File: config.mk
export PLATFORM = sky130hd
export DESIGN_NAME = lrd_ram
export DESIGN_NICKNAME = d
export VERILOG_FILES = /design/src/sv/lrd_ram.sv
export SDC_FILE = /design/constraint.sdc
export NUM_CORES = 1
export LEC_CHECK = 0
export BUFFER_PORTS_ARGS = -buffer_cell sky130_fd_sc_hd__buf_4
export CAP_MARGIN = 15
export CORE_MARGIN = 2
export CORE_UTILIZATION = 50
export CTS_BUF_LIST = sky130_fd_sc_hd__clkbuf_8
export CTS_CLUSTER_DIAMETER = 80
export DETAILED_ROUTE_END_ITERATION = 7
export PLACE_DENSITY = 0.66
export RECOVER_POWER = 100
export SLEW_MARGIN = 20
export SYNTH_ARGS = -nofsm -noshare
export SYNTH_HDL_FRONTEND = slang
export SYNTH_SLANG_ARGS = --single-unit
File: constraint.sdc
create_clock -name clk -period 6.1 [get_ports clk]
set_input_delay 0.915 -clock clk [delete_from_list [all_inputs] [get_ports clk]]
set_output_delay 0.915 -clock clk [all_outputs]
set_load 0.02 [all_outputs]
File: src/sv/lrd_ram.sv
`default_nettype none
module lrd_ram #(
  parameter int WIDTH = 16,
  parameter int DEPTH = 64
) (
  input  wire logic                     clk,
  input  wire logic                     we,
  input  wire logic [$clog2(DEPTH)-1:0] waddr,
  input  wire logic [WIDTH-1:0]         wdata,
  input  wire logic                     re,
  input  wire logic [$clog2(DEPTH)-1:0] raddr,
  output logic      [WIDTH-1:0]         rdata
);

  logic [WIDTH-1:0] mem [DEPTH];

  always_ff @(posedge clk) begin
    if (we) begin
      mem[waddr] <= wdata;
    end
    if (re) begin
      rdata <= mem[raddr];
    end
  end

endmodule
`default_nettype wire

==> Yosys cells after proc, flatten, opt, wreduce, memory -nomap -nowiden <==
Memory sizes are Yosys's and may differ from the RTL's. A register that Yosys moved wholly into a read port is not among the register bits.
Index checks and enable logic that the tools add are counted.
{ "word_totals": {"register_bits": 0, "mem_bits_rw": 1024, "output_inout_bits": 16, "wordCells": 3, "n_memories": 1} }
{ "op_classes": {"muxes": 2} }
{ "mem_list": {"columns": ["memory", "depth", "word_bits", "rd", "rd_ports_with_merged_regs", "write_ports", "line_no", "rtl"], "rows": [
  ["mem", 64, 16, 1, 1, 1, "15", "logic [WIDTH-1:0] mem [DEPTH];"]
]} }
{ "op_table": {"columns": ["operator", "n"], "rows": [
  ["$mux W1", 2]
]} }

==> Longest topological paths before layout <==
{ "logic_depth": {"depth_word": 2, "ltp_mapped": 10, "mapped_depth_nobuf": 5} }

==> Worst setup path before layout <==
Ideal clock, no wire load.
{ "synth_timing": {"path_kind": "input to register", "from": "input port waddr[3]", "to": "memory mem[48][0] (enable)", "setup_time_ps": 409, "t_arrival_ps": 2541, "required_time_ps": 5691, "path_slack_ps": 3150, "stages": 4, "path_cell_list": "clkbuf_1 > nor2b_1 > nand4b_1 > nor3_1"} }
{ "synth_lines": {"columns": ["element", "line_no", "rtl"], "rows": [
  ["from (decl)", "8", "input wire logic [$clog2(DEPTH)-1:0] waddr,"],
  ["to (decl)", "15", null]
]} }
No word-level cell before the write port.

==> qor.csv <==
stage;metric;value;unit
status;status;finished, violations left;
clocking;clkSlewWorstSetupHoldPaths;0.06;ns
sta;setup_viol;0;
sta;timing.slew.headroom;-1.391;
route;dr_vias_cell;6.117;
status;violations;max-capacitance violations, max-slew violations;
clocking;clockRootBuffer;clkbuf_8;
setup_path;critical_path.endpoint_type;flip-flop;
setup_path;worst-r2r-cell-count;5;
hold_path;worst_hold_startpoint;raddr[5];
layout;nFillCells;5977;
grt;wire_length_of_the_first_global_routing_pass;137100;um
clocking;post-cts-setup-buffers;0;
sta;hold_viol_final;0;
run;max_cap_violations;30;
grt;grt_max_degree;102;
layout;post_synthesis_to_final_layout_area_growth;10.03;%
sta;timing.final.crit_share;0.6978;
placement;place.port_buffers;46;
yosys;avg_synthesized_cell_area;21.98;um^2
hold_path;hp-class;input pin to flip-flop;
placement;detailed_place_hpwl;54130;um
sta;slew_worst_pin;3.587;ns
yosys;synth.distinct_cells;42;
clocking;ctsLongestPathBuffers;3;
route;routed_wire_length_per_instance;29.88;um
sta;layout_min_cycle_time;4.257;ns
setup_path;cpLargestDelayFamily;buffers and inverters;
sta;number_of_pins_with_negative_max_slew_slack_in_the_final_report;1305;
grt;number_of_global_route_vias_before_repair;19734;
sta;rsz_0062_raised_after_global_routing;no;
placement;dp_worst_setup_slack;2.156;ns
yosys;syn-instance-count;1829;
grt;grt_antenna_before_repair;7;
yosys;synthesis.area;0.04020;mm^2
yosys;yosysSeqAreaShare;0.7768;
setup_path;worst_r2r_startpoint;mem[30][11]$_DFFE_PP_;
die;chipHeight;287.6;um
die;placement_rows;103;
sta;postLayoutSetupSlackWorst;1.843;ns
yosys;number_of_nets_produced_by_synthesis;1860;
clocking;cts_hold_buf;0;
route;finalWirelength;94970;um
placement;place_congestion;0.8417;
yosys;share_of_synthesized_flip_flops_with_an_asynchronous_set_or_reset;0;
grt;global_route.usage.total;0.2356;
setup_path;critical_path_required;6.61;ns
route;vias_after_detailed_routing;19445;
grt;globalRoute.totalOverflow;0;
setup_path;criticalPathCategory;input pin to flip-flop;
setup_path;worst_ep_arrival_time;4.76;ns
power_and_ir_drop;power_density;315.1;mW/mm^2
die;core_region_area;0.07926;mm^2
sta;max_freq;234.9;MHz
sta;setup_total_negative_slack;0;ns
clocking;cts_sinks;1040;
clocking;post_cts_resize_count;0;
power_and_ir_drop;post-layout-total-power;0.01394;W
die;die-width;287.6;um
setup_path;worst_reg_to_reg_setup_slack;3.80;ns
setup_path;cpMaxStageDelayCell;clkbuf_2;
route;detail_route.iter0.violations;2340;
die;ios;47;
setup_path;worstPathCellList;clkbuf_2, buf_4, mux4_2, mux2_2, a221oi_1, a311oi_1;
sta;fin_worst_skew;0.04554;ns
yosys;yosys.cell_count.top_type;edfxtp_1;
setup_path;timing.rr.end;rdata[11]$_DFFE_PP_;
layout;final_core_utilization;0.5581;
route;remaining_drc_errors;0;
die;initial_utilization;0.5072;
layout;drive_above_1_share;0.2257;
hold_path;hold_path_end;rdata[3]$_DFFE_PP_;
setup_path;crit_start;raddr[0];
yosys;synth.largest_area_cell;edfxtp_1;
yosys;synth_enable_flop_cells;1040;
yosys;yosys-top-cells-count;edfxtp_1, mux4_2, mux2i_1;
setup_path;worst_setup_path_start_kind;input pin;
clocking;cts_tree;yes;
layout;fin_nets;2030;
clocking;clock_buffer_count_from_cts;163;
yosys;synth_largest_type_area_fraction;0.7768;
power_and_ir_drop;leakagePower;13.85;nW
clocking;worstSkewPairLatency;0.82;ns
yosys;ys_top_cells_by_area;edfxtp_1, mux4_2, mux2i_1;
route;detailedRoute.firstPassIterationCount;7;
power_and_ir_drop;maximum_resistive_drop_on_vdd;0.2129;mV
die;die-area;0.08269;mm^2
yosys;synthesis.yosys.warnings;0;
hold_path;timing.hold.worst_path_depth;3;
clocking;cts.htree.levels;4;
route;drtAntennaViolNets;0;
setup_path;worstPathBufferInverterCount;2;
setup_path;largest_stage_delay_on_the_critical_path;1.51;ns
yosys;postSynthRegisterBits;1040;
setup_path;worstPathMaxFanout;45;
yosys;postSynth.topFlopCell;edfxtp_1;
-- state kept, by name, indices dropped and copies added, names as in the netlist --
name,cells
mem,1024
rdata,16
-- metrics by stage --
stage	cell area (um^2)	std cells	hold slack [ns]
4_1_cts	44610	3172	0.4519
3_3_place_gp	41740	2884	0.8974
5_1_grt	44230	3175	0.7130
6_report	44240	3179	0.7386
3_5_place_dp	41740	2884	0.8911
2_1_floorplan	40200	1829	0.8280
-- area by class of cell --
cell class              count  area (um^2)  area share
clock inverters           119        545.5     0.01233
diodes                      7        17.52   0.0003960
repair buffers            109        563.0     0.01273
multi-input cells         685         8240      0.1863
clock buffers             169         2326     0.05258
well taps                1050         1314     0.02970
flip-flops and latches   1040        31230      0.7060
-- routing by layer --
layer	routed length, um	vias up	track usage
met3	8461	178	0.05800
met4	3343	4	0.09167
li1	-	8054	-
met2	45930	941	0.3704
met1	37210	10268	0.3208
met5	23	-	0
-- worst max-delay path by stage --
stage	cells past startpoint	slack, ns	to
6_report	6	1.84	rdata[0]$_DFFE_PP_
5_1_grt	6	1.51	rdata[3]$_DFFE_PP_
4_1_cts	6	3.02	rdata[3]$_DFFE_PP_
3_5_place_dp	6	2.16	rdata[3]$_DFFE_PP_
3_3_place_gp	7	2.18	rdata[4]$_DFFE_PP_
2_1_floorplan	4	3.15	mem[48][0]$_DFFE_PP_
-- logic make-up (layout without fill, tap and decap cells) --
family                 Yosys count  count (layout)  synth area share
AOI/OAI and AO/OA              129             129           0.02400
buffers and inverters          104             397           0.01824
DFF                           1040            1040            0.7768
muxes                          336             336            0.1546
other                            0               7                 0
and+or+nand+nor                220             220           0.02636
-- cell usage in the layout, fill, tap and decap left out, types with 8 or more instances in the layout --
| cell type | count |
|---|---|
| edfxtp_1 | 1040 |
| mux4_2 | 220 |
| clkbuf_8 | 169 |
| clkbuf_1 | 87 |
| mux2i_1 | 85 |
| nor2_1 | 72 |
| nand2_1 | 59 |
| inv_1 | 47 |
| clkinv_1 | 40 |
| a22oi_1 | 39 |
| nor2b_1 | 27 |
| mux2_2 | 27 |
| nand3_1 | 24 |
| clkinv_2 | 23 |
| a21oi_1 | 17 |
| a221oi_1 | 16 |
| buf_4 | 14 |
| nand4_1 | 12 |
| a211o_1 | 8 |
| a31oi_1 | 8 |
| a211oi_1 | 8 |
| a311oi_1 | 8 |
-- worst reg2reg max path: stages (launching register included) --
cell and delay, ns:
edfxtp_1 0.37, mux4_2 0.46, mux2i_1 0.40, nand3_1 0.20
a31oi_1 0.44, a311oi_1 0.11
-- power by group --
group          leakage, nW  internal (W)  switching (W)
sequential            9.37       0.00795      0.0000275
clock                 1.66       0.00261        0.00263
combinational         2.82      0.000240       0.000474
(Power assumes the default switching activity.)
