<file path="src/sv/lrd_pkg.sv">
`default_nettype none
package lrd_pkg;

  localparam int LBD_WINDOW   = 50;
  localparam int STACK_WINDOW = 5000;

  localparam int MODE_W  = 2;
  localparam int LBD_W   = 16;
  localparam int SSIZE_W = 20;
  localparam int COUNT_W = 32;
  localparam int TOTAL_W = 48;
  localparam int CFG_W   = 32;

  localparam int LBD_HEAD_W   = $clog2(LBD_WINDOW);
  localparam int LBD_FILL_W   = $clog2(LBD_WINDOW + 1);
  localparam int LBD_SUM_W    = $clog2(longint'(LBD_WINDOW) << LBD_W);
  localparam int STACK_HEAD_W = $clog2(STACK_WINDOW);
  localparam int STACK_FILL_W = $clog2(STACK_WINDOW + 1);
  localparam int STACK_SUM_W  = $clog2(longint'(STACK_WINDOW) << SSIZE_W);

  // restart: sum * 4 * count > total * 5 * window
  localparam int LBD_SCALE   = 5 * LBD_WINDOW;
  localparam int LBD_SCALE_W = $clog2(LBD_SCALE + 1);
  localparam int LBD_LHS_W   = LBD_SUM_W + 2 + COUNT_W;
  localparam int LBD_RHS_W   = TOTAL_W + LBD_SCALE_W;
  localparam int LBD_CMP_W   = (LBD_LHS_W > LBD_RHS_W) ? LBD_LHS_W : LBD_RHS_W;

  // blocking: stack_sum * 6 < stack_size * 5 * stack_fill
  localparam int STK_LHS_W = STACK_SUM_W + 3;
  localparam int STK_RHS_W = SSIZE_W + 3 + STACK_FILL_W;
  localparam int STK_CMP_W = (STK_LHS_W > STK_RHS_W) ? STK_LHS_W : STK_RHS_W;

  localparam logic [CFG_W-1:0] BLOCK_MIN_RESET = CFG_W'(10000);

  typedef enum logic [MODE_W-1:0] {
    MODE_LEARN     = 2'd0,
    MODE_CHECK     = 2'd1,
    MODE_RESTARTED = 2'd2,
    MODE_IGNORE    = 2'd3
  } mode_t;

  typedef enum logic [1:0] {
    PH_IDLE,
    PH_EVAL,
    PH_COMMIT
  } phase_t;

  typedef struct packed {
    mode_t              mode;
    logic [LBD_W-1:0]   lbd;
    logic [SSIZE_W-1:0] ssize;
  } item_t;

  typedef struct packed {
    logic [LBD_HEAD_W-1:0]   lbd_head;
    logic [LBD_FILL_W-1:0]   lbd_fill;
    logic [LBD_SUM_W-1:0]    lbd_sum;
    logic [STACK_HEAD_W-1:0] stack_head;
    logic [STACK_FILL_W-1:0] stack_fill;
    logic [STACK_SUM_W-1:0]  stack_sum;
    logic [TOTAL_W-1:0]      total;
    logic [COUNT_W-1:0]      count;
  } state_t;

  typedef struct packed {
    logic block;
    logic restart;
  } decide_t;

endpackage
`default_nettype wire

</file>
<file path="src/sv/lrd_score.sv">
`default_nettype none
module lrd_score import lrd_pkg::*; (
  input  wire logic               clk,
  input  wire logic               load,
  input  wire state_t             st,
  input  wire logic [SSIZE_W-1:0] ssize,
  input  wire logic [CFG_W-1:0]   block_min,
  output decide_t                 dec
);

  logic [LBD_SUM_W+COUNT_W-1:0]     lbd_prod;
  logic [LBD_RHS_W-1:0]             total_prod;
  logic [SSIZE_W+2:0]               ssize5;
  logic [STK_RHS_W-1:0]             stk_prod;

  logic [LBD_CMP_W-1:0] lbd_lhs;
  logic [LBD_CMP_W-1:0] lbd_rhs;
  logic [STK_CMP_W-1:0] stk_lhs;
  logic [STK_CMP_W-1:0] stk_rhs;
  logic                 over_min;
  logic                 full;

  assign lbd_prod   = st.lbd_sum * st.count;
  assign total_prod = st.total * LBD_SCALE_W'(LBD_SCALE);
  assign ssize5     = {ssize, 2'b00} + (SSIZE_W+3)'(ssize);
  assign stk_prod   = ssize5 * st.stack_fill;

  always_ff @(posedge clk) begin
    if (load) begin
      lbd_lhs  <= LBD_CMP_W'({lbd_prod, 2'b00});
      lbd_rhs  <= LBD_CMP_W'(total_prod);
      stk_lhs  <= STK_CMP_W'({st.stack_sum, 2'b00}) + STK_CMP_W'({st.stack_sum, 1'b0});
      stk_rhs  <= STK_CMP_W'(stk_prod);
      over_min <= st.count > block_min;
      full     <= st.lbd_fill == LBD_FILL_W'(LBD_WINDOW);
    end
  end

  // a block clears the window, so no restart can follow it
  always_comb begin
    dec.block   = over_min && full && (stk_lhs < stk_rhs);
    dec.restart = !dec.block && full && (lbd_lhs > lbd_rhs);
  end

endmodule
`default_nettype wire

</file>
<file path="config.mk">
export PLATFORM = sky130hd
export DESIGN_NAME = lrd_score
export DESIGN_NICKNAME = d
export VERILOG_FILES = /design/src/sv/lrd_pkg.sv /design/src/sv/lrd_score.sv
export SDC_FILE = /design/constraint.sdc
export NUM_CORES = 2
export LEC_CHECK = 0
export ABC_CLOCK_PERIOD_IN_PS = 20700
export BUFFER_PORTS_ARGS = -buffer_cell sky130_fd_sc_hd__buf_2
export CAP_MARGIN = 25
export CORE_MARGIN = 4
export CORE_UTILIZATION = 45
export CTS_CLUSTER_DIAMETER = 120
export CTS_CLUSTER_SIZE = 24
export DETAILED_ROUTE_END_ITERATION = 12
export HOLD_SLACK_MARGIN = 0.05
export PLACE_DENSITY = 0.59
export SLEW_MARGIN = 20
export SYNTH_ARGS = -nofsm -noshare
export SYNTH_HDL_FRONTEND = slang
export SYNTH_SLANG_ARGS = --single-unit
</file>
<file path="constraint.sdc">
create_clock -name clk -period 20.7 [get_ports clk]
set_clock_uncertainty 0.15 [all_clocks]
set_input_delay 2.07 -clock clk [delete_from_list [all_inputs] [get_ports clk]]
set_output_delay 2.07 -clock clk [all_outputs]
set_load 0.02 [all_outputs]
</file>
# == Word-level counts from Yosys, hierarchy flattened ==
# Cells that the tools add are included.
# classes
n_mul,3
magnitude_cmp,3
n_addsub,2
n_reduce_logical,5
n_eq_ne,1
# ops
op,n
$gt 56x56->1,1
$mul 48x7->55 const B,1
$mul 22x32->54,1
$add 35x34->36,1
$lt 36x36->1,1
$mul 23x13->36,1
$gt 32x32->1,1
$add 22x20->23,1
$eq 6x6->1 const B,1
$logic_and 1x1->1,4
$logic_not 1->1,1
# word_totals
wordCells,20
reg_bits,183
output_inout_bits,2

# == Longest topological paths before layout ==
# depth
word_depth,5
mapped_depth,34

# == Least setup slack after synthesis ==
# Ideal clock, no wire load.
# synth_timing
path_type,input port to flip-flop
start,in ssize[1]
end,reg stk_rhs[32] (data pin)
required_time_ns,20.291
n_path_buf,2
slack_ns,11.493
arrival_ns,8.798
stages,34
cell_sequence,clkbuf_1 inv_1 fa_1 nor2b_1 o21a_1 o21ai_1 a21oi_1 o21a_1 o211ai_1 a21oi_1 nor2_1 xnor2_1 clkbuf_1 and2_1 fa_1 inv_1 fa_1 inv_1 fa_1 fa_1 inv_1 fa_1 inv_1 ha_1 a21o_1 a21o_1 a21oi_1 o22ai_1 o31ai_1 a21bo_2 o21ai_0 a21o_1 a21oi_1 xnor2_1
# synth_between
elab_chain_cells,2
# synth_lines
element,line_no,source
start: declaration,lrd_score.sv:6,"input wire logic [SSIZE_W-1:0] ssize,"
$add 22x20->23,lrd_score.sv:25,"assign ssize5 = {ssize, 2'b00} + (SSIZE_W+3)'(ssize);"
$mul 23x13->36,lrd_score.sv:26,assign stk_prod = ssize5 * st.stack_fill;
named net stk_prod[32],lrd_score.sv:14,logic [STK_RHS_W-1:0] stk_prod;
end signal: assignment,lrd_score.sv:33,stk_rhs <= STK_CMP_W'(stk_prod);
end: declaration,lrd_score.sv:19,logic [STK_CMP_W-1:0] stk_rhs;
# The timed path passes the listed nets, and every way through them passes these cells.
# A chain may end at the register's enable or synchronous reset.

# == Worst setup path in the final report ==
# layout_timing
start,in st[152] (netlist bit)
end,reg lbd_lhs[55] (data pin)
# layout_between
elab_chain_cells,1
# layout_lines
element,line_no,source
start: declaration,lrd_score.sv:5,"input wire state_t st,"
$mul 22x32->54,lrd_score.sv:23,assign lbd_prod = st.lbd_sum * st.count;
named net lbd_prod[53],lrd_score.sv:11,logic [LBD_SUM_W+COUNT_W-1:0] lbd_prod;
end signal: assignment,lrd_score.sv:30,"lbd_lhs <= LBD_CMP_W'({lbd_prod, 2'b00});"
end: declaration,lrd_score.sv:16,logic [LBD_CMP_W-1:0] lbd_lhs;
# The timed path passes the listed nets, and every way through them passes these cells.

==> impl_metrics.tcl <==
set metrics [dict create \
    status "finished, final reports clean" \
    cp_common_cell "fa_1" \
    syn_nets 7120 \
    mostFrequentLayoutCell "inv_1" \
    globalRouteOverflowTotal 0 \
    antenna_found_initial 9 \
    worst_slew_margin_rel 0.317 \
    yosys.area.top_type_share 0.404 \
    crit_fanout 32 \
    clock_path_buffers 2 \
    crit_required_ns 20.78 \
    synth.distinct_cells 77 \
    dr.pass1.iters 5 \
    seqCellArea_mm2 0.00547 \
    final_core_util 0.479 \
    dieWidth_um 342 \
    min_path_cells 1 \
    worstPathArrival_ns 9.62 \
    max_stage_delay_ns 0.74 \
    ant_nets 0 \
    syn_to_final_growth_pct 5.74 \
    multi_input_area_mm2 0.0394 \
    dieArea_mm2 0.117 \
    fin_setup_tns_ns 0 \
    setup_viol 0 \
    syn_area_per_cell_um2 9.38 \
    routed_wl_um 118000 \
    drt_iter0_drc 1535 \
    drt-vias-per-instance 5.13 \
    portBuffers 209 \
    ys_ff_latch 182 \
    drc 0 \
    cp-end-kind "flip-flop" \
    nFillCells 10670 \
    cts_tree "yes" \
    fmax_ghz 0.105 \
    critPathKind "in2reg" \
    grt_pass1_vias 37756 \
    seq_area_frac_synth 0.109 \
    hold_buffers 0 \
    mostFrequentLayoutCells "inv_1 (1175), fa_1 (1012), nand2_1 (742)" \
    place_congestion 0.860 \
    slowest_stage "buf_2" \
    fin_crit_sh 0.461 \
    grt_pass1_wl_um 199000 \
    final_max_slew_viol_count 0 \
    drive_gt1_frac 0.0548 \
    cp_num_buf_inv 6 \
    cts_resized 0 \
    syn-instance-count 5341 \
    hold_class "in2reg" \
    core_mm2 0.111 \
    async_flop_share 0 \
    start_kind "primary input" \
    hpwlAfterDp_um 96600 \
    rsz0062_at_grt "no" \
    tightest_slew_ns 1.03 \
    min-delay-start "st[80]" \
    ctsHtreeMaxLevel 4 \
    cts_root_buf "clkbuf_16" \
    hold-path-endpoint "stk_lhs[1]" \
    vias 35278 \
    dp_cells 6839 \
    layout.cells.non_filler 6876 \
    dp_slack_ns 10.59 \
    yosys_warnings 0 \
    grt_max_degree 73 \
    numCtsBuffers 17 \
    clock_sinks 182 \
    syn_area_mm2 0.0501 \
    setup_ws_ns 11.16 \
    num_io_pins 229 \
    period_minus_slack_ns 9.54 \
    yosys.area.top_type "fa_1" \
    critPathTopFamily "adder cells" \
    layout.nets 7150 \
    final_hold_viol_count 0 \
    die_h_um 342 \
    synth-main-ff-cell "edfxtp_1" \
    synth.top_cells.by_area "fa_1 (40%), ha_1 (13%), edfxtp_1 (11%), inv_1 (8.8%), nand2_1 (5.6%)" \
    grtUsageTotal 0.211 \
    path_clk_slew_ns 0.08 \
    cts_setup_buffers 0 \
    row_count 122 \
    start_util 0.453 \
    cap_violations 0 \
    wl_per_cell_um 17.2 \
    synth_edf_count 182 \
]
state kept, by name (all words and copies together) (netlist names):
name,cells
over_min,1
stk_lhs,35
full,1
stk_rhs,36
lbd_rhs,55
lbd_lhs,54
worst max-delay path by stage:
stage,start,to,slack (ns),cells past startpoint
after floorplan,ssize[1],stk_rhs[32],11.49,34
after global placement,ssize[0],stk_rhs[34],10.27,33
after detailed placement,ssize[0],stk_rhs[32],10.59,32
after CTS,ssize[0],stk_rhs[32],11.12,32
after global routing,ssize[0],stk_rhs[32],10.53,34
final,st[152],lbd_lhs[55],11.16,25
through the flow:
stage	cell area, µm²	hold slack [ns]
2_1_floorplan	50100	2.02
3_3_place_gp	52200	2.12
3_5_place_dp	52300	2.12
4_1_cts	52900	1.60
5_1_grt	53000	1.61
6_report	53000	1.64
cells by family after synthesis:
group	Yosys count	share of synthesized area
DFF	182	0.109
adders and majority gates	1552	0.539
AOI/OAI and AO/OA	625	0.0812
xor gates and xnor gates	172	0.0301
and+or+nand+nor	1419	0.136
buffers and inverters	1391	0.105
per-layer routing:
metal  GRT usage  wire [µm]  vias up
li1            -          -    16567
met1       0.296      54500    17821
met2       0.341      54000      753
met3      0.0399       6950      131
met4      0.0474       2510        6
met5           0         34        -
synthesized netlist by cell type (all sizes together), types with 13 or more instances:
master  count
nor3       22
o21bai     26
fa       1012
a31oi      20
ha        540
nand2b     31
xnor2     126
inv      1175
or3        14
nor2b      31
a21o      120
buf        14
edfxtp    182
nand4      55
o21ai     112
nand3      29
o21a       23
a211oi     16
a21oi     211
and2      354
clkbuf    202
xor2       46
o211ai     14
nand2     742
and4       13
and3       20
nor2       86
area by class of cell:
type / count / area share
Multi-Input combinational cell: 3768 / 0.744
Sequential cell: 182 / 0.103
Inverter: 1175 / 0.0833
Tap cell: 1488 / 0.0352
Timing Repair Buffer: 227 / 0.0222
Clock buffer: 17 / 0.00803
Clock inverter: 15 / 0.00390
Antenna cell: 4 / 0.000189
Power is left out: the tool's default activity adds up to more than one toggle a clock period on the data nets, which glitch-free logic cannot reach.
