<file path="config.mk">
export PLATFORM = sky130hd
export DESIGN_NAME = lrd_state
export DESIGN_NICKNAME = d
export VERILOG_FILES = /design/src/sv/lrd_pkg.sv /design/src/sv/lrd_state.sv
export SDC_FILE = /design/constraint.sdc
export NUM_CORES = 1
export LEC_CHECK = 0
export CAP_MARGIN = 5
export CORE_ASPECT_RATIO = 1.75
export CORE_MARGIN = 5
export CORE_UTILIZATION = 50
export DETAILED_ROUTE_END_ITERATION = 16
export DONT_BUFFER_PORTS = 1
export HOLD_SLACK_MARGIN = 0.1
export PLACE_DENSITY = 0.72
export SLEW_MARGIN = 20
export SYNTH_ARGS = -nofsm -noshare
export SYNTH_HDL_FRONTEND = slang
export SYNTH_SLANG_ARGS = --single-unit
</file>
<file path="constraint.sdc">
create_clock -name clk -period 6.1 [get_ports clk]
set_input_delay 1.22 -clock clk [delete_from_list [all_inputs] [get_ports clk]]
set_output_delay 1.22 -clock clk [all_outputs]
set_load 0.01 [all_outputs]
</file>
<file path="src/sv/lrd_pkg.sv">
`default_nettype none
package lrd_pkg;

  localparam int LBD_WINDOW   = 50;
  localparam int STACK_WINDOW = 5000;

  localparam int MODE_W  = 2;
  localparam int LBD_W   = 16;
  localparam int SSIZE_W = 20;
  localparam int COUNT_W = 32;
  localparam int TOTAL_W = 48;
  localparam int CFG_W   = 32;

  localparam int LBD_HEAD_W   = $clog2(LBD_WINDOW);
  localparam int LBD_FILL_W   = $clog2(LBD_WINDOW + 1);
  localparam int LBD_SUM_W    = $clog2(longint'(LBD_WINDOW) << LBD_W);
  localparam int STACK_HEAD_W = $clog2(STACK_WINDOW);
  localparam int STACK_FILL_W = $clog2(STACK_WINDOW + 1);
  localparam int STACK_SUM_W  = $clog2(longint'(STACK_WINDOW) << SSIZE_W);

  // restart: sum * 4 * count > total * 5 * window
  localparam int LBD_SCALE   = 5 * LBD_WINDOW;
  localparam int LBD_SCALE_W = $clog2(LBD_SCALE + 1);
  localparam int LBD_LHS_W   = LBD_SUM_W + 2 + COUNT_W;
  localparam int LBD_RHS_W   = TOTAL_W + LBD_SCALE_W;
  localparam int LBD_CMP_W   = (LBD_LHS_W > LBD_RHS_W) ? LBD_LHS_W : LBD_RHS_W;

  // blocking: stack_sum * 6 < stack_size * 5 * stack_fill
  localparam int STK_LHS_W = STACK_SUM_W + 3;
  localparam int STK_RHS_W = SSIZE_W + 3 + STACK_FILL_W;
  localparam int STK_CMP_W = (STK_LHS_W > STK_RHS_W) ? STK_LHS_W : STK_RHS_W;

  localparam logic [CFG_W-1:0] BLOCK_MIN_RESET = CFG_W'(10000);

  typedef enum logic [MODE_W-1:0] {
    MODE_LEARN     = 2'd0,
    MODE_CHECK     = 2'd1,
    MODE_RESTARTED = 2'd2,
    MODE_IGNORE    = 2'd3
  } mode_t;

  typedef enum logic [1:0] {
    PH_IDLE,
    PH_EVAL,
    PH_COMMIT
  } phase_t;

  typedef struct packed {
    mode_t              mode;
    logic [LBD_W-1:0]   lbd;
    logic [SSIZE_W-1:0] ssize;
  } item_t;

  typedef struct packed {
    logic [LBD_HEAD_W-1:0]   lbd_head;
    logic [LBD_FILL_W-1:0]   lbd_fill;
    logic [LBD_SUM_W-1:0]    lbd_sum;
    logic [STACK_HEAD_W-1:0] stack_head;
    logic [STACK_FILL_W-1:0] stack_fill;
    logic [STACK_SUM_W-1:0]  stack_sum;
    logic [TOTAL_W-1:0]      total;
    logic [COUNT_W-1:0]      count;
  } state_t;

  typedef struct packed {
    logic block;
    logic restart;
  } decide_t;

endpackage
`default_nettype wire

</file>
<file path="src/sv/lrd_state.sv">
`default_nettype none
module lrd_state import lrd_pkg::*; (
  input  wire logic               clk,
  input  wire logic               rst,
  input  wire logic               commit,
  input  wire item_t              itm,
  input  wire logic [LBD_W-1:0]   lbd_old,
  input  wire logic [SSIZE_W-1:0] stack_old,
  input  wire decide_t            dec,
  output state_t                  st,
  output state_t                  st_next
);

  logic                 lbd_full;
  logic                 stack_full;
  logic [TOTAL_W:0]     total_sum;

  assign lbd_full   = st.lbd_fill == LBD_FILL_W'(LBD_WINDOW);
  assign stack_full = st.stack_fill == STACK_FILL_W'(STACK_WINDOW);
  assign total_sum  = {1'b0, st.total} + (TOTAL_W+1)'(itm.lbd);

  always_comb begin
    st_next = st;
    if (commit) begin
      unique case (itm.mode)
        MODE_LEARN: begin
          if (lbd_full) begin
            st_next.lbd_sum = st.lbd_sum + LBD_SUM_W'(itm.lbd) - LBD_SUM_W'(lbd_old);
          end else begin
            st_next.lbd_fill = st.lbd_fill + 1'b1;
            st_next.lbd_sum  = st.lbd_sum + LBD_SUM_W'(itm.lbd);
          end
          st_next.lbd_head = (st.lbd_head == LBD_HEAD_W'(LBD_WINDOW - 1)) ?
                             '0 : st.lbd_head + 1'b1;
          if (stack_full) begin
            st_next.stack_sum = st.stack_sum + STACK_SUM_W'(itm.ssize)
                                - STACK_SUM_W'(stack_old);
          end else begin
            st_next.stack_fill = st.stack_fill + 1'b1;
            st_next.stack_sum  = st.stack_sum + STACK_SUM_W'(itm.ssize);
          end
          st_next.stack_head = (st.stack_head == STACK_HEAD_W'(STACK_WINDOW - 1)) ?
                               '0 : st.stack_head + 1'b1;
          st_next.total = total_sum[TOTAL_W] ? '1 : total_sum[TOTAL_W-1:0];
          if (st.count != '1) begin
            st_next.count = st.count + 1'b1;
          end
        end
        MODE_CHECK: begin
          if (dec.block) begin
            st_next.lbd_head = '0;
            st_next.lbd_fill = '0;
            st_next.lbd_sum  = '0;
          end
        end
        MODE_RESTARTED: begin
          st_next.lbd_head = '0;
          st_next.lbd_fill = '0;
          st_next.lbd_sum  = '0;
        end
        MODE_IGNORE: begin
        end
      endcase
    end
  end

  always_ff @(posedge clk) begin
    if (rst) begin
      st <= '0;
    end else begin
      st <= st_next;
    end
  end

endmodule
`default_nettype wire

</file>
Word level (Yosys, flattened, before mapping)
Index checks and enable logic that the tools add are counted.
Cells by class
  $add $sub $neg: 10
  equality and inequality tests: 7
  mux-type cells: 12
  reductions and logical operators: 1
Operators with widths (number)
  $mux W173: 1
  $mux W139: 1
  $pmux W34 S3: 1
  $add A48 B16 Y49: 1
  $mux W48: 1
  $mux W34: 1
  $add A33 B20 Y33: 1
  $mux W33: 1
  $sub A33 B20 Y33: 1
  $add A32 B1 Y32 const B: 1
  $mux W32: 1
  $ne A32 B32 Y1 const B: 1
  $add A13 B1 Y13 const B: 2
  $eq A13 B13 Y1 const B: 2
  $mux W13: 2
  $add A22 B16 Y22: 1
  $mux W22: 1
  $sub A22 B16 Y22: 1
  $add A6 B1 Y6 const B: 2
  $eq A6 B6 Y1 const B: 2
  $mux W6: 2
  $eq A2 B1 Y1 const B: 1
  $eq A2 B2 Y1 const B: 1
  $logic_not A2 Y1: 1
Storage, ports and cells
  bits in registers: 173
  input bits: 79
  output and inout port bits: 346
  logic and storage cells: 38

Longest topological paths before layout
Gate-level depths: netlist of the first run.
  word-level depth: 5
  mapped depth: 21
  mapped depth without buffers: 21

Worst setup path before layout of the first run
Ideal clock, no wire load.
  path type: input-to-output
  start point: input itm[0] (netlist name)
  end point: output st_next[111] (netlist name)
  arrival time: 5.208 ns
  required time: 4.880 ns
  path slack: -0.328 ns
  cell stages on the path: 17
  path buffers: 0
  path through: ha_1 inv_1 fa_1 nand2b_1 a21o_1 and2_1 o21ai_0 xor2_1 ha_1 a21oi_1 nand2_1 o311ai_0 o21ai_0 a21oi_1 nand4_4 or4_4 nand3_1
RTL lines
  start: declaration: RTL line lrd_state.sv:6  | input wire item_t itm,
  end: declaration: RTL line lrd_state.sv:11  | output state_t st_next

==> results.py, run 1 <==
metrics = {
    "run_status": {
        "outcome": "finished, violations left",
        "violations": "setup timing",
    },
    "timing": {
        "fin_skew_ns": 0.0138,
        "setup_slack_ns": -0.284,
        "hold_slack_ns": 0.618,
        "slew_viol_final": 0,
        "finalHoldViolations": 0,
        "fin_setup_tns_ns": -1.90,
        "rsz0062_at_grt": "yes",
        "setup_viol": 12,
        "min_period_ns": 6.38,
        "finalCritPeriodShare": 1.05,
        "worst_slew_margin_rel": 0.389,
        "fmax_mhz": 157,
        "tightest_slew_ns": 0.917,
    },
    "power": {
        "p_leak_nw": 7.30,
        "power_density_mw_per_mm2": 197,
        "max-vdd-ir-drop_mv": 0.205,
        "p_total_w": 0.00323,
    },
    "detailed_routing": {
        "wirelength_um": 46700,
        "remaining_drc_errors": 0,
        "dr.pass1.iters": 5,
        "vias": 13800,
        "drtAntennaViolNets": 0,
        "wl_per_cell_um": 20.7,
        "viasPerCell": 6.10,
        "drt-initial-drc-count": 596,
    },
    "floorplanning": {
        "die_h_um": 226,
        "rows": 79,
        "ios": 425,
        "core-area_mm2": 0.0265,
        "die_w_um": 134,
        "die_area_mm2": 0.0303,
        "start_util": 0.505,
    },
    "global_routing": {
        "grt_pass1_wl_um": 70800,
        "grt_max_degree": 87,
        "gr-usage-all-layers": 0.291,
        "grt-ovfl-total": 0,
        "antenna_found_initial": 1,
        "grt_pass1_vias": 13900,
    },
    "clock_network": {
        "cts_tree": "built",
        "clock-sinks": 173,
        "cts_htree_levels": 4,
        "numCtsBuffers": 17,
        "cts_root_buf": "clkbuf_16",
        "clkLatencyLatePin_ns": 0.46,
        "clk_pin_slew_ns": 0.07,
        "cts.path.max_buffers": 2,
    },
    "placed_design": {
        "gp_congestion": 0.931,
        "place_hpwl_um": 36200,
        "io_buffers": 0,
    },
    "yosys": {
        "synth_simple_gate_area_frac": 0.267,
        "synth_warnings": 0,
        "synth.area.mux_share": 0.0140,
        "syn_area_mm2": 0.0134,
        "synth_edf_count": 0,
        "synth-seq-area-share": 0.259,
        "synth_compound_area_frac": 0.210,
        "yosys.area_share.adder": 0.0972,
        "syn_area_per_cell_um2": 7.63,
        "ys_ff_latch": 173,
        "synth_top_family_by_area": "simple AND/OR/NAND/NOR gates",
        "synthFlopType": "dfxtp_1",
        "ys_types": 83,
        "synth_nets": 1935,
        "synth_cells": 1755,
        "synthArstFlopShare": 0,
        "synth_xor_area_frac": 0.111,
    },
    "layout": {
        "drive_gt1_frac": 0.195,
        "syn_to_final_growth_pct": 22.8,
        "nets": 2104,
        "final_util": 0.621,
        "regMostFlops": "st",
        "largest_register_ff_count": 173,
        "reg_top3": "st x173",
    },
    "worst_setup_path": {
        "cp-end-kind": "primary output",
        "path_class": "input pin to primary output",
        "cp.arrival_ns": 5.16,
        "cp_max_fo": 3,
        "cp-start-kind": "input pin",
        "critPathRequiredTime_ns": 4.88,
    },
    "job": {
        "cap_viol_max_count": 0,
    },
    "worst_hold_path": {
        "min_path_type": "flip-flop to flip-flop",
    },
}
## cell families (layout without fill, tap and decap cells)
group | after synthesis | in the layout
adders and majority gates | 101 | 101
and+or+nand+nor | 695 | 695
xor gates and xnor gates | 170 | 170
muxes | 18 | 18
DFF | 173 | 173
other | 0 | 1
buffers and inverters | 147 | 329
AOI/OAI and AO/OA | 451 | 451
## power breakdown
part	switching, W	leakage (nW)	total, W	internal [W]
Combinational	0.000487	5.61	0.000916	0.000429
Sequential	0.0000298	1.40	0.00118	0.00115
Clock	0.000540	0.293	0.00114	0.000602
## area by class of cell
type | count | area (µm²)
clock inverter | 13 | 145
inverter | 81 | 305
fill | 2325 | 10000
sequential | 173 | 3460
multi-input combinational | 1435 | 10000
antenna | 1 | 2.50
tap | 324 | 405
clock buffer | 19 | 453
timing repair buffer | 216 | 1650
## cells in the mapped netlist (40+ instances only)
cell type / n / area (µm²)
nand2_1: 188 / 706
clkbuf_1: 62 / 233
inv_1: 80 / 300
nor2_1: 116 / 435
ha_1: 96 / 1200
xnor2_1: 101 / 885
and3_1: 45 / 282
nor3_1: 40 / 200
and2_1: 135 / 845
nand3_1: 54 / 270
dfxtp_1: 173 / 3460
xor2_1: 69 / 604
o21ai_0: 113 / 566
a21oi_1: 149 / 746
## through the flow
step | cell area, µm² | worst slack, ns | cells
CTS | 16100 | -0.210 | 2251
global route | 16400 | -0.438 | 2262
finish | 16400 | -0.284 | 2262
global placement | 15100 | -0.443 | 2206
detailed placement | 15100 | -0.509 | 2206
floorplan | 13400 | 0.00421 | 1755
## cells in the final DEF (no fill, tap or decap), types with 10 or more instances in the layout
master / instances
a211oi_1: 14
a21o_1: 36
a21oi_1: 128
a21oi_2: 20
a31oi_1: 20
and2_1: 131
and3_1: 45
buf_4: 211
clkbuf_16: 17
dfxtp_1: 173
ha_1: 90
inv_1: 78
mux2i_1: 10
nand2_1: 183
nand2b_1: 13
nand3_1: 49
nand4_1: 29
nor2_1: 113
nor2b_1: 19
nor3_1: 37
o211ai_1: 12
o21a_1: 13
o21ai_0: 90
o21ai_1: 10
o21ai_2: 10
xnor2_1: 90
xor2_1: 65
## path summary, 6_finish.rpt
check / start / endpoint / slack (ns) / cells after the start
max reg2reg: st[80] / st[103] / 1.50 / 22
min: st[96] / st[96] / 0.62 / 2
max: itm[0] / st_next[111] / -0.28 / 20
min reg2reg: st[96] / st[96] / 0.62 / 2
## routing by layer
metal | vias up | track usage | wire length [µm]
met5 | - | 0 | 0
met4 | 0 | 0.191 | 3310
met3 | 203 | 0.0804 | 3290
met2 | 578 | 0.565 | 25300
met1 | 6486 | 0.259 | 14800
li1 | 6542 | - | -
## worst max-delay path, cell delays in order
cell and delay [ns]:
ha_4 0.12, inv_2 0.04, fa_2 0.34, nand2b_4 0.15, a21o_1 0.20, a211oi_4 0.34
nor2_4 0.10, xnor2_2 0.21, ha_4 0.25, buf_6 0.11, a21o_1 0.15, a21o_1 0.18
a21oi_2 0.23, o21bai_2 0.12, nor3_2 0.22, o21ai_2 0.13, a21oi_4 0.26, nand4_4 0.13
or4_4 0.56, nand3_4 0.11
## timing repair
item / CTS / global route
gates cloned: 0 / 0
hold buffers: 0 / 0
setup endpoints to repair: 27 / 27
pin swaps: 52 / 61
resized for setup: 72 / 60
setup buffers: 13 / 10
Power figures use the tool's default switching activity.
==> inputs of run 2 (changes only) <==
ABC_AREA = 1   (was not set)
==> run 2 against run 1 <==
Effect of this change:
- the flow now finishes without violations
- critical path depth decreased by 2
- via count increased by 27%
- total power decreased by 3.1%
- register-to-register slack improved by 0.47 ns
- setup slack improved by 0.49 ns
- clock power about the same
- combinational power decreased by 12%
- sequential share of layout area decreased by 0.73 points
- critical endpoint is now st_next[102]
- highest routed layer unchanged
==> results.py, run 2 <==
metrics = {
    "worst_setup_path": {
        "cp_num_cells": 18,
        "cp-start-kind": "input pin",
        "path_class": "input pin to primary output",
        "reg2reg_depth": 19,
        "cp.arrival_ns": 4.67,
        "regToRegEndpoint": "st[93]",
        "rr_startpoint": "st[80]",
        "crit_path_end": "st_next[102]",
        "path_cells": "ha_1 -> nand2_1 -> nor2_1 -> nand3_1 -> nand3b_1 -> a31oi_1 -> xnor2_1 -> ha_1 -> nand2_1 -> o21ai_0 -> a21oi_1 -> o211a_1 -> nand2_1 -> nor2_1 -> xor2_1 -> nand2_1 -> o21ai_0 -> inv_1",
        "cp_top_family": "simple AND/OR/NAND/NOR gates",
        "startpoint": "itm[10]",
        "cpPeakStageDelay_ns": 0.37,
        "r2r_setup_slack_ns": 1.97,
        "cp_max_fo": 5,
        "crit_top_cell": "nand2_1",
        "critPathBufInv": 1,
        "cp-end-kind": "primary output",
        "cp_slowest_cell": "ha_1",
        "critPathRequiredTime_ns": 4.88,
    },
    "floorplanning": {
        "die_w_um": 145,
        "die_h_um": 246,
        "die_area_mm2": 0.0357,
        "core-area_mm2": 0.0315,
        "ios": 425,
        "start_util": 0.506,
        "rows": 86,
    },
    "power": {
        "max-vdd-ir-drop_mv": 0.218,
        "p_leak_nw": 8.48,
        "p_total_w": 0.00314,
        "power_density_mw_per_mm2": 184,
    },
    "layout": {
        "nets": 2858,
        "final_cell_mix": "803 x nand2_1, 427 x inv_1, 256 x nor2_1",
        "syn_to_final_growth_pct": 6.83,
        "reg_top3": "st x173",
        "drive_gt1_frac": 0.0528,
        "regMostFlops": "st",
        "final_common_cell": "nand2_1",
        "largest_register_ff_count": 173,
    },
    "yosys": {
        "synth_cells": 2697,
        "synth_nets": 2877,
        "ys_top_cells_by_area": "dfxtp_1 22%, nand2_1 19%, inv_1 10%, ha_1 7.5%, nor2_1 6.1%",
        "synthTopCellsByCount": "803 x nand2_1, 428 x inv_1, 259 x nor2_1, 186 x a21oi_1, 173 x dfxtp_1",
        "synthFlopType": "dfxtp_1",
        "synth_warnings": 0,
        "yosys.area.top_type": "dfxtp_1",
        "synthArstFlopShare": 0,
        "ys_types": 58,
        "ys_ff_latch": 173,
        "yosysTopAreaCellShare": 0.217,
        "synth_edf_count": 0,
        "syn_area_mm2": 0.0159,
        "synth-seq-area-share": 0.217,
        "syn_area_per_cell_um2": 5.91,
        "synth_most_common_cell": "nand2_1",
    },
    "timing": {
        "slew_viol_final": 0,
        "worst_slew_margin_rel": 0.321,
        "min_period_ns": 5.89,
        "setup_viol": 0,
        "fin_skew_ns": 0.0136,
        "fin_setup_tns_ns": 0,
        "rsz0062_at_grt": "no",
        "finalCritPeriodShare": 0.966,
        "fmax_mhz": 170,
        "tightest_slew_ns": 1.01,
        "finalHoldViolations": 0,
    },
    "clock_network": {
        "cts_htree_levels": 4,
        "clk_pin_slew_ns": 0.08,
        "cts.path.max_buffers": 2,
        "numCtsBuffers": 17,
        "cts_root_buf": "clkbuf_16",
        "clock-sinks": 173,
        "cts_tree": "built",
        "clkLatencyLatePin_ns": 0.46,
    },
    "global_routing": {
        "grt_max_degree": 146,
        "grt_pass1_vias": 16900,
        "gr-usage-all-layers": 0.329,
        "antenna_found_initial": 1,
        "grt-ovfl-total": 0,
        "grt_pass1_wl_um": 93800,
    },
    "placed_design": {
        "gp_congestion": 0.980,
        "io_buffers": 0,
        "place_hpwl_um": 50000,
    },
    "detailed_routing": {
        "drt-initial-drc-count": 1095,
        "wirelength_um": 61400,
        "drtAntennaViolNets": 0,
        "dr.pass1.iters": 7,
        "wl_per_cell_um": 19.9,
        "vias": 17500,
        "viasPerCell": 5.67,
        "remaining_drc_errors": 0,
    },
    "worst_hold_path": {
        "min_path_type": "flip-flop to flip-flop",
    },
    "job": {
        "cap_viol_max_count": 0,
    },
    "run_status": {
        "outcome": "finished clean",
    },
}
run 2: cell types whose count changed after synthesis, sizes merged, moves of 20 or more:
cell	delta
xnor2	-68
a21oi	+37
and3	-44
inv	+351
nand3	+82
a21o	-33
and2	-131
nand4	+26
xor2	+20
nand2	+629
nor2	+165
nor3	+30
run 2: per-layer routing:
metal / global-route usage / share of wire / vias to the layer above
met3: 0.0845 / 0.077 / 235
met2: 0.607 / 0.51 / 753
li1: - / - / 8615
met4: 0.226 / 0.079 / 0
met5: 0 / 0 / -
met1: 0.317 / 0.34 / 7919
run 2: cells by family (layout without fill, tap and decap cells):
group / count (synthesis) / after routing / synth area share
adder cells (fa/ha/maj): 101 / 101 / 0.0816
AND/OR/NAND/NOR: 1411 / 1411 / 0.379
XOR/XNOR: 122 / 122 / 0.0670
other: 0 / 2 / 0
buffers and inverters: 492 / 486 / 0.117
AO/OA/AOI/OAI: 398 / 398 / 0.137
flip-flops: 173 / 173 / 0.217
run 2: stage by stage:
step | setup WS [ns] | util | hold slack [ns] | cells | area [µm²]
finish | 0.209 | 0.540 | 0.561 | 3089 | 17000
global route | 0.0197 | 0.540 | 0.582 | 3089 | 17000
CTS | 0.106 | 0.537 | 0.555 | 3083 | 16900
detailed placement | 0.128 | 0.518 | 0.544 | 3051 | 16300
global placement | 0.156 | 0.518 | 0.543 | 3051 | 16300
floorplan | 0.815 | - | 0.524 | 2697 | 15900
run 2: timing repair:
action                                  in CTS  in global routing
endpoints found under the hold margin        0                  0
gates resized for setup                      0                 17
buffers inserted                             0                  4
endpoints found under the setup margin       0                 12
hold buffers                                 0                  0
run 2: power by group:
part	leakage (nW)	internal, W	switching, W
clock network	0.281	0.000595	0.000539
logic	6.80	0.000264	0.000540
registers	1.40	0.00115	0.0000467
total	8.48	0.00201	0.00113
run 2: cell type report:
type,count,area (µm²)
timing repair buffer,20,163
tap,396,495
fill,3319,14500
sequential,173,3460
multi-input combinational,2032,10700
clock inverter,12,125
antenna,2,5.00
inverter,434,1630
clock buffer,20,457
run 2: worst min-delay path by stage:
stage / start / end / slack (ns) / cells past startpoint
CTS: st[160] / st[160] / 0.56 / 2
floorplan: st[160] / st[160] / 0.52 / 2
global placement: st[160] / st[160] / 0.54 / 2
detailed placement: st[160] / st[160] / 0.54 / 2
global route: st[160] / st[160] / 0.58 / 2
finish: st[160] / st[160] / 0.56 / 2
run 2: tightest hold or removal path, delay by kind of cell (launching register included):
family | cells | cell delay [ns]
AO/OA/AOI/OAI | 1 | 0.06
AND/OR/NAND/NOR | 1 | 0.10
flip-flops | 1 | 0.36
==> inputs of run 3 (changes only) <==
==> constraint.sdc (replaced) <==
create_clock -name clk -period 6.1 [get_ports clk]
set_input_delay 1.83 -clock clk [delete_from_list [all_inputs] [get_ports clk]]
set_output_delay 1.83 -clock clk [all_outputs]
set_load 0.01 [all_outputs]
==> run 3 against run 2 <==
Effect of this change:
- the run now ends with setup timing left
- count of clock-buffer cells in the layout fell by 1
- flip-flop and latch count did not move
- combinational power rose by 96%
- largest cell class unchanged
- highest routed layer is now met5
==> results.py, run 3 (synthesis gave the netlist of run 2 again) <==
metrics = {
    "run_status": {
        "outcome": "finished, violations left",
        "violations": "setup timing",
    },
    "layout": {
        "nets": 3219,
        "syn_to_final_growth_pct": 41.2,
        "n_fill_cell": 2527,
        "reg_top3": "st x173",
        "regMostFlops": "st",
        "drive_gt1_frac": 0.294,
        "seqCellArea_mm2": 0.00346,
        "final_cell_mix": "684 x nand2_1, 401 x inv_1, 343 x buf_4",
        "final_common_cell": "nand2_1",
        "largest_register_ff_count": 173,
        "final_util": 0.714,
        "multi_input_comb_area_mm2": 0.0133,
    },
    "worst_setup_path": {
        "cpPeakStageDelay_ns": 0.42,
        "cp_max_fo": 3,
        "rr_startpoint": "st[80]",
        "cp_slowest_cell": "fa_2",
        "cp-start-kind": "input pin",
        "cp-end-kind": "flip-flop",
        "r2r_setup_slack_ns": 0.07,
        "path_class": "input pin to flip-flop",
        "regToRegEndpoint": "st[112]",
        "cp.arrival_ns": 7.19,
        "reg2reg_depth": 43,
        "crit_top_cell": "buf_4",
        "critPathRequiredTime_ns": 6.48,
    },
    "timing": {
        "fin_skew_ns": 0.0107,
        "fmax_mhz": 147,
        "finalHoldViolations": 0,
        "fin_setup_tns_ns": -17.47,
        "tightest_slew_ns": 0.848,
        "setup_slack_ns": -0.710,
        "setup_viol": 46,
        "rsz0062_at_grt": "yes",
        "min_period_ns": 6.81,
        "finalCritPeriodShare": 1.12,
        "slew_viol_final": 0,
        "worst_slew_margin_rel": 0.431,
    },
    "detailed_routing": {
        "drtAntennaViolNets": 0,
        "drt-initial-drc-count": 1490,
        "wl_met2_um": 35400,
        "remaining_drc_errors": 0,
        "wirelength_um": 70600,
        "wl_met1_um": 23000,
        "vias": 19900,
        "wl_per_cell_um": 20.5,
        "met3RoutedLength_um": 6160,
        "viasPerCell": 5.78,
        "dr.pass1.iters": 6,
        "highest_layer": "met5",
    },
    "power": {
        "p_total_w": 0.00393,
        "power_density_mw_per_mm2": 175,
        "swShare": 0.367,
        "max-vdd-ir-drop_mv": 0.228,
        "p_leak_nw": 10.7,
        "power.switching_w": 0.00144,
        "pwr-share-comb": 0.403,
        "p_clk_frac": 0.292,
        "internal_power_w": 0.00249,
        "p_seq_frac": 0.305,
    },
    "clock_network": {
        "cts.path.max_buffers": 2,
        "cts_tree": "built",
        "numCtsBuffers": 17,
        "clk_pin_slew_ns": 0.08,
        "cts_htree_levels": 4,
        "cts_root_buf": "clkbuf_16",
        "clock-sinks": 173,
        "clkLatencyLatePin_ns": 0.46,
    },
    "job": {
        "cap_viol_max_count": 0,
    },
    "global_routing": {
        "grt-ovfl-total": 0,
        "grt_max_degree": 146,
        "gr-usage-all-layers": 0.352,
        "grt_pass1_vias": 19100,
        "antenna_found_initial": 2,
        "grt_pass1_wl_um": 101000,
    },
    "placed_design": {
        "place_hpwl_um": 50300,
        "gp_congestion": 1.00,
        "post-place-ws_ns": -0.757,
        "io_buffers": 0,
    },
    "floorplanning": {
        "ios": 425,
        "core-area_mm2": 0.0315,
        "start_util": 0.506,
        "die_h_um": 246,
        "die_w_um": 145,
        "die_area_mm2": 0.0357,
        "rows": 86,
    },
    "worst_hold_path": {
        "min_path_type": "flip-flop to flip-flop",
        "hold_path_end": "st[31]",
        "hold_start": "st[31]",
        "min_path_cells": 2,
    },
}
run 3: cell count changes in the layout (fill, tap and decap cells not counted), moves of 26 or more:
cell and delta:
buf_4 +324, nand2_1 -119, nand2_2 +89, a21oi_1 -53
ha_1 -51, ha_4 +51, o21ai_0 -41, nand3_1 -40
nor2_1 -37, buf_6 +35, nand2_4 +30, a21oi_4 +29
inv_1 -26
run 3: how the worst max path moves through the flow:
| stage | from | cells past startpoint | slack [ns] | to |
|---|---|---|---|---|
| after global routing | itm[0] | 43 | -0.81 | st[112] |
| after detailed placement | itm[0] | 23 | -0.76 | st_next[101] |
| after floorplan | itm[0] | 23 | -0.23 | st_next[103] |
| final | itm[0] | 43 | -0.71 | st[112] |
| after global placement | itm[0] | 23 | -0.68 | st_next[101] |
| after CTS | itm[0] | 24 | -0.47 | st_next[108] |
run 3: power groups by stage:
stage | Combinational [W] | Clock, W | Sequential [W]
after floorplan | 0.000629 | 0 | 0.00121
after global placement | 0.00100 | 0 | 0.00122
after detailed placement | 0.00102 | 0 | 0.00122
after CTS | 0.00132 | 0.00115 | 0.00120
after global routing | 0.00168 | 0.00121 | 0.00120
final | 0.00158 | 0.00115 | 0.00120
run 3: what timing repair did:
item | CTS | global route
gates resized for setup | 348 | 210
pin swaps | 162 | 174
setup endpoints to repair | 51 | 78
hold buffers | 0 | 0
setup buffers | 103 | 56
run 3: layer usage:
metal,track usage,vias up
met5,0,-
met4,0.245,2
met3,0.0920,357
met2,0.634,1082
met1,0.350,9162
li1,-,9332
run 3: final cells by class:
cell class                 count  area share
sequential                   173       0.154
antenna                        2    0.000222
clock buffer                  19      0.0192
tap                          396      0.0220
clock inverter                13     0.00673
timing repair buffer         381       0.135
multi-input combinational   2032       0.591
inverter                     434      0.0725
run 3: through the flow:
stage,area (µm²),hold WS (ns),std cells
global placement,18300,0.545,3280
CTS,21300,0.578,3409
floorplan,16200,0.527,2697
finish,22500,0.584,3450
global route,22500,0.617,3449
detailed placement,18300,0.549,3280
run 3: critical path, delay by kind of cell:
| kind | cells | cell delay [ns] |
|---|---|---|
| compound gates | 3 | 0.36 |
| xor+xnor | 1 | 0.26 |
| fa+ha+maj | 3 | 0.81 |
| buf+inv | 23 | 2.75 |
| simple gates | 13 | 1.18 |
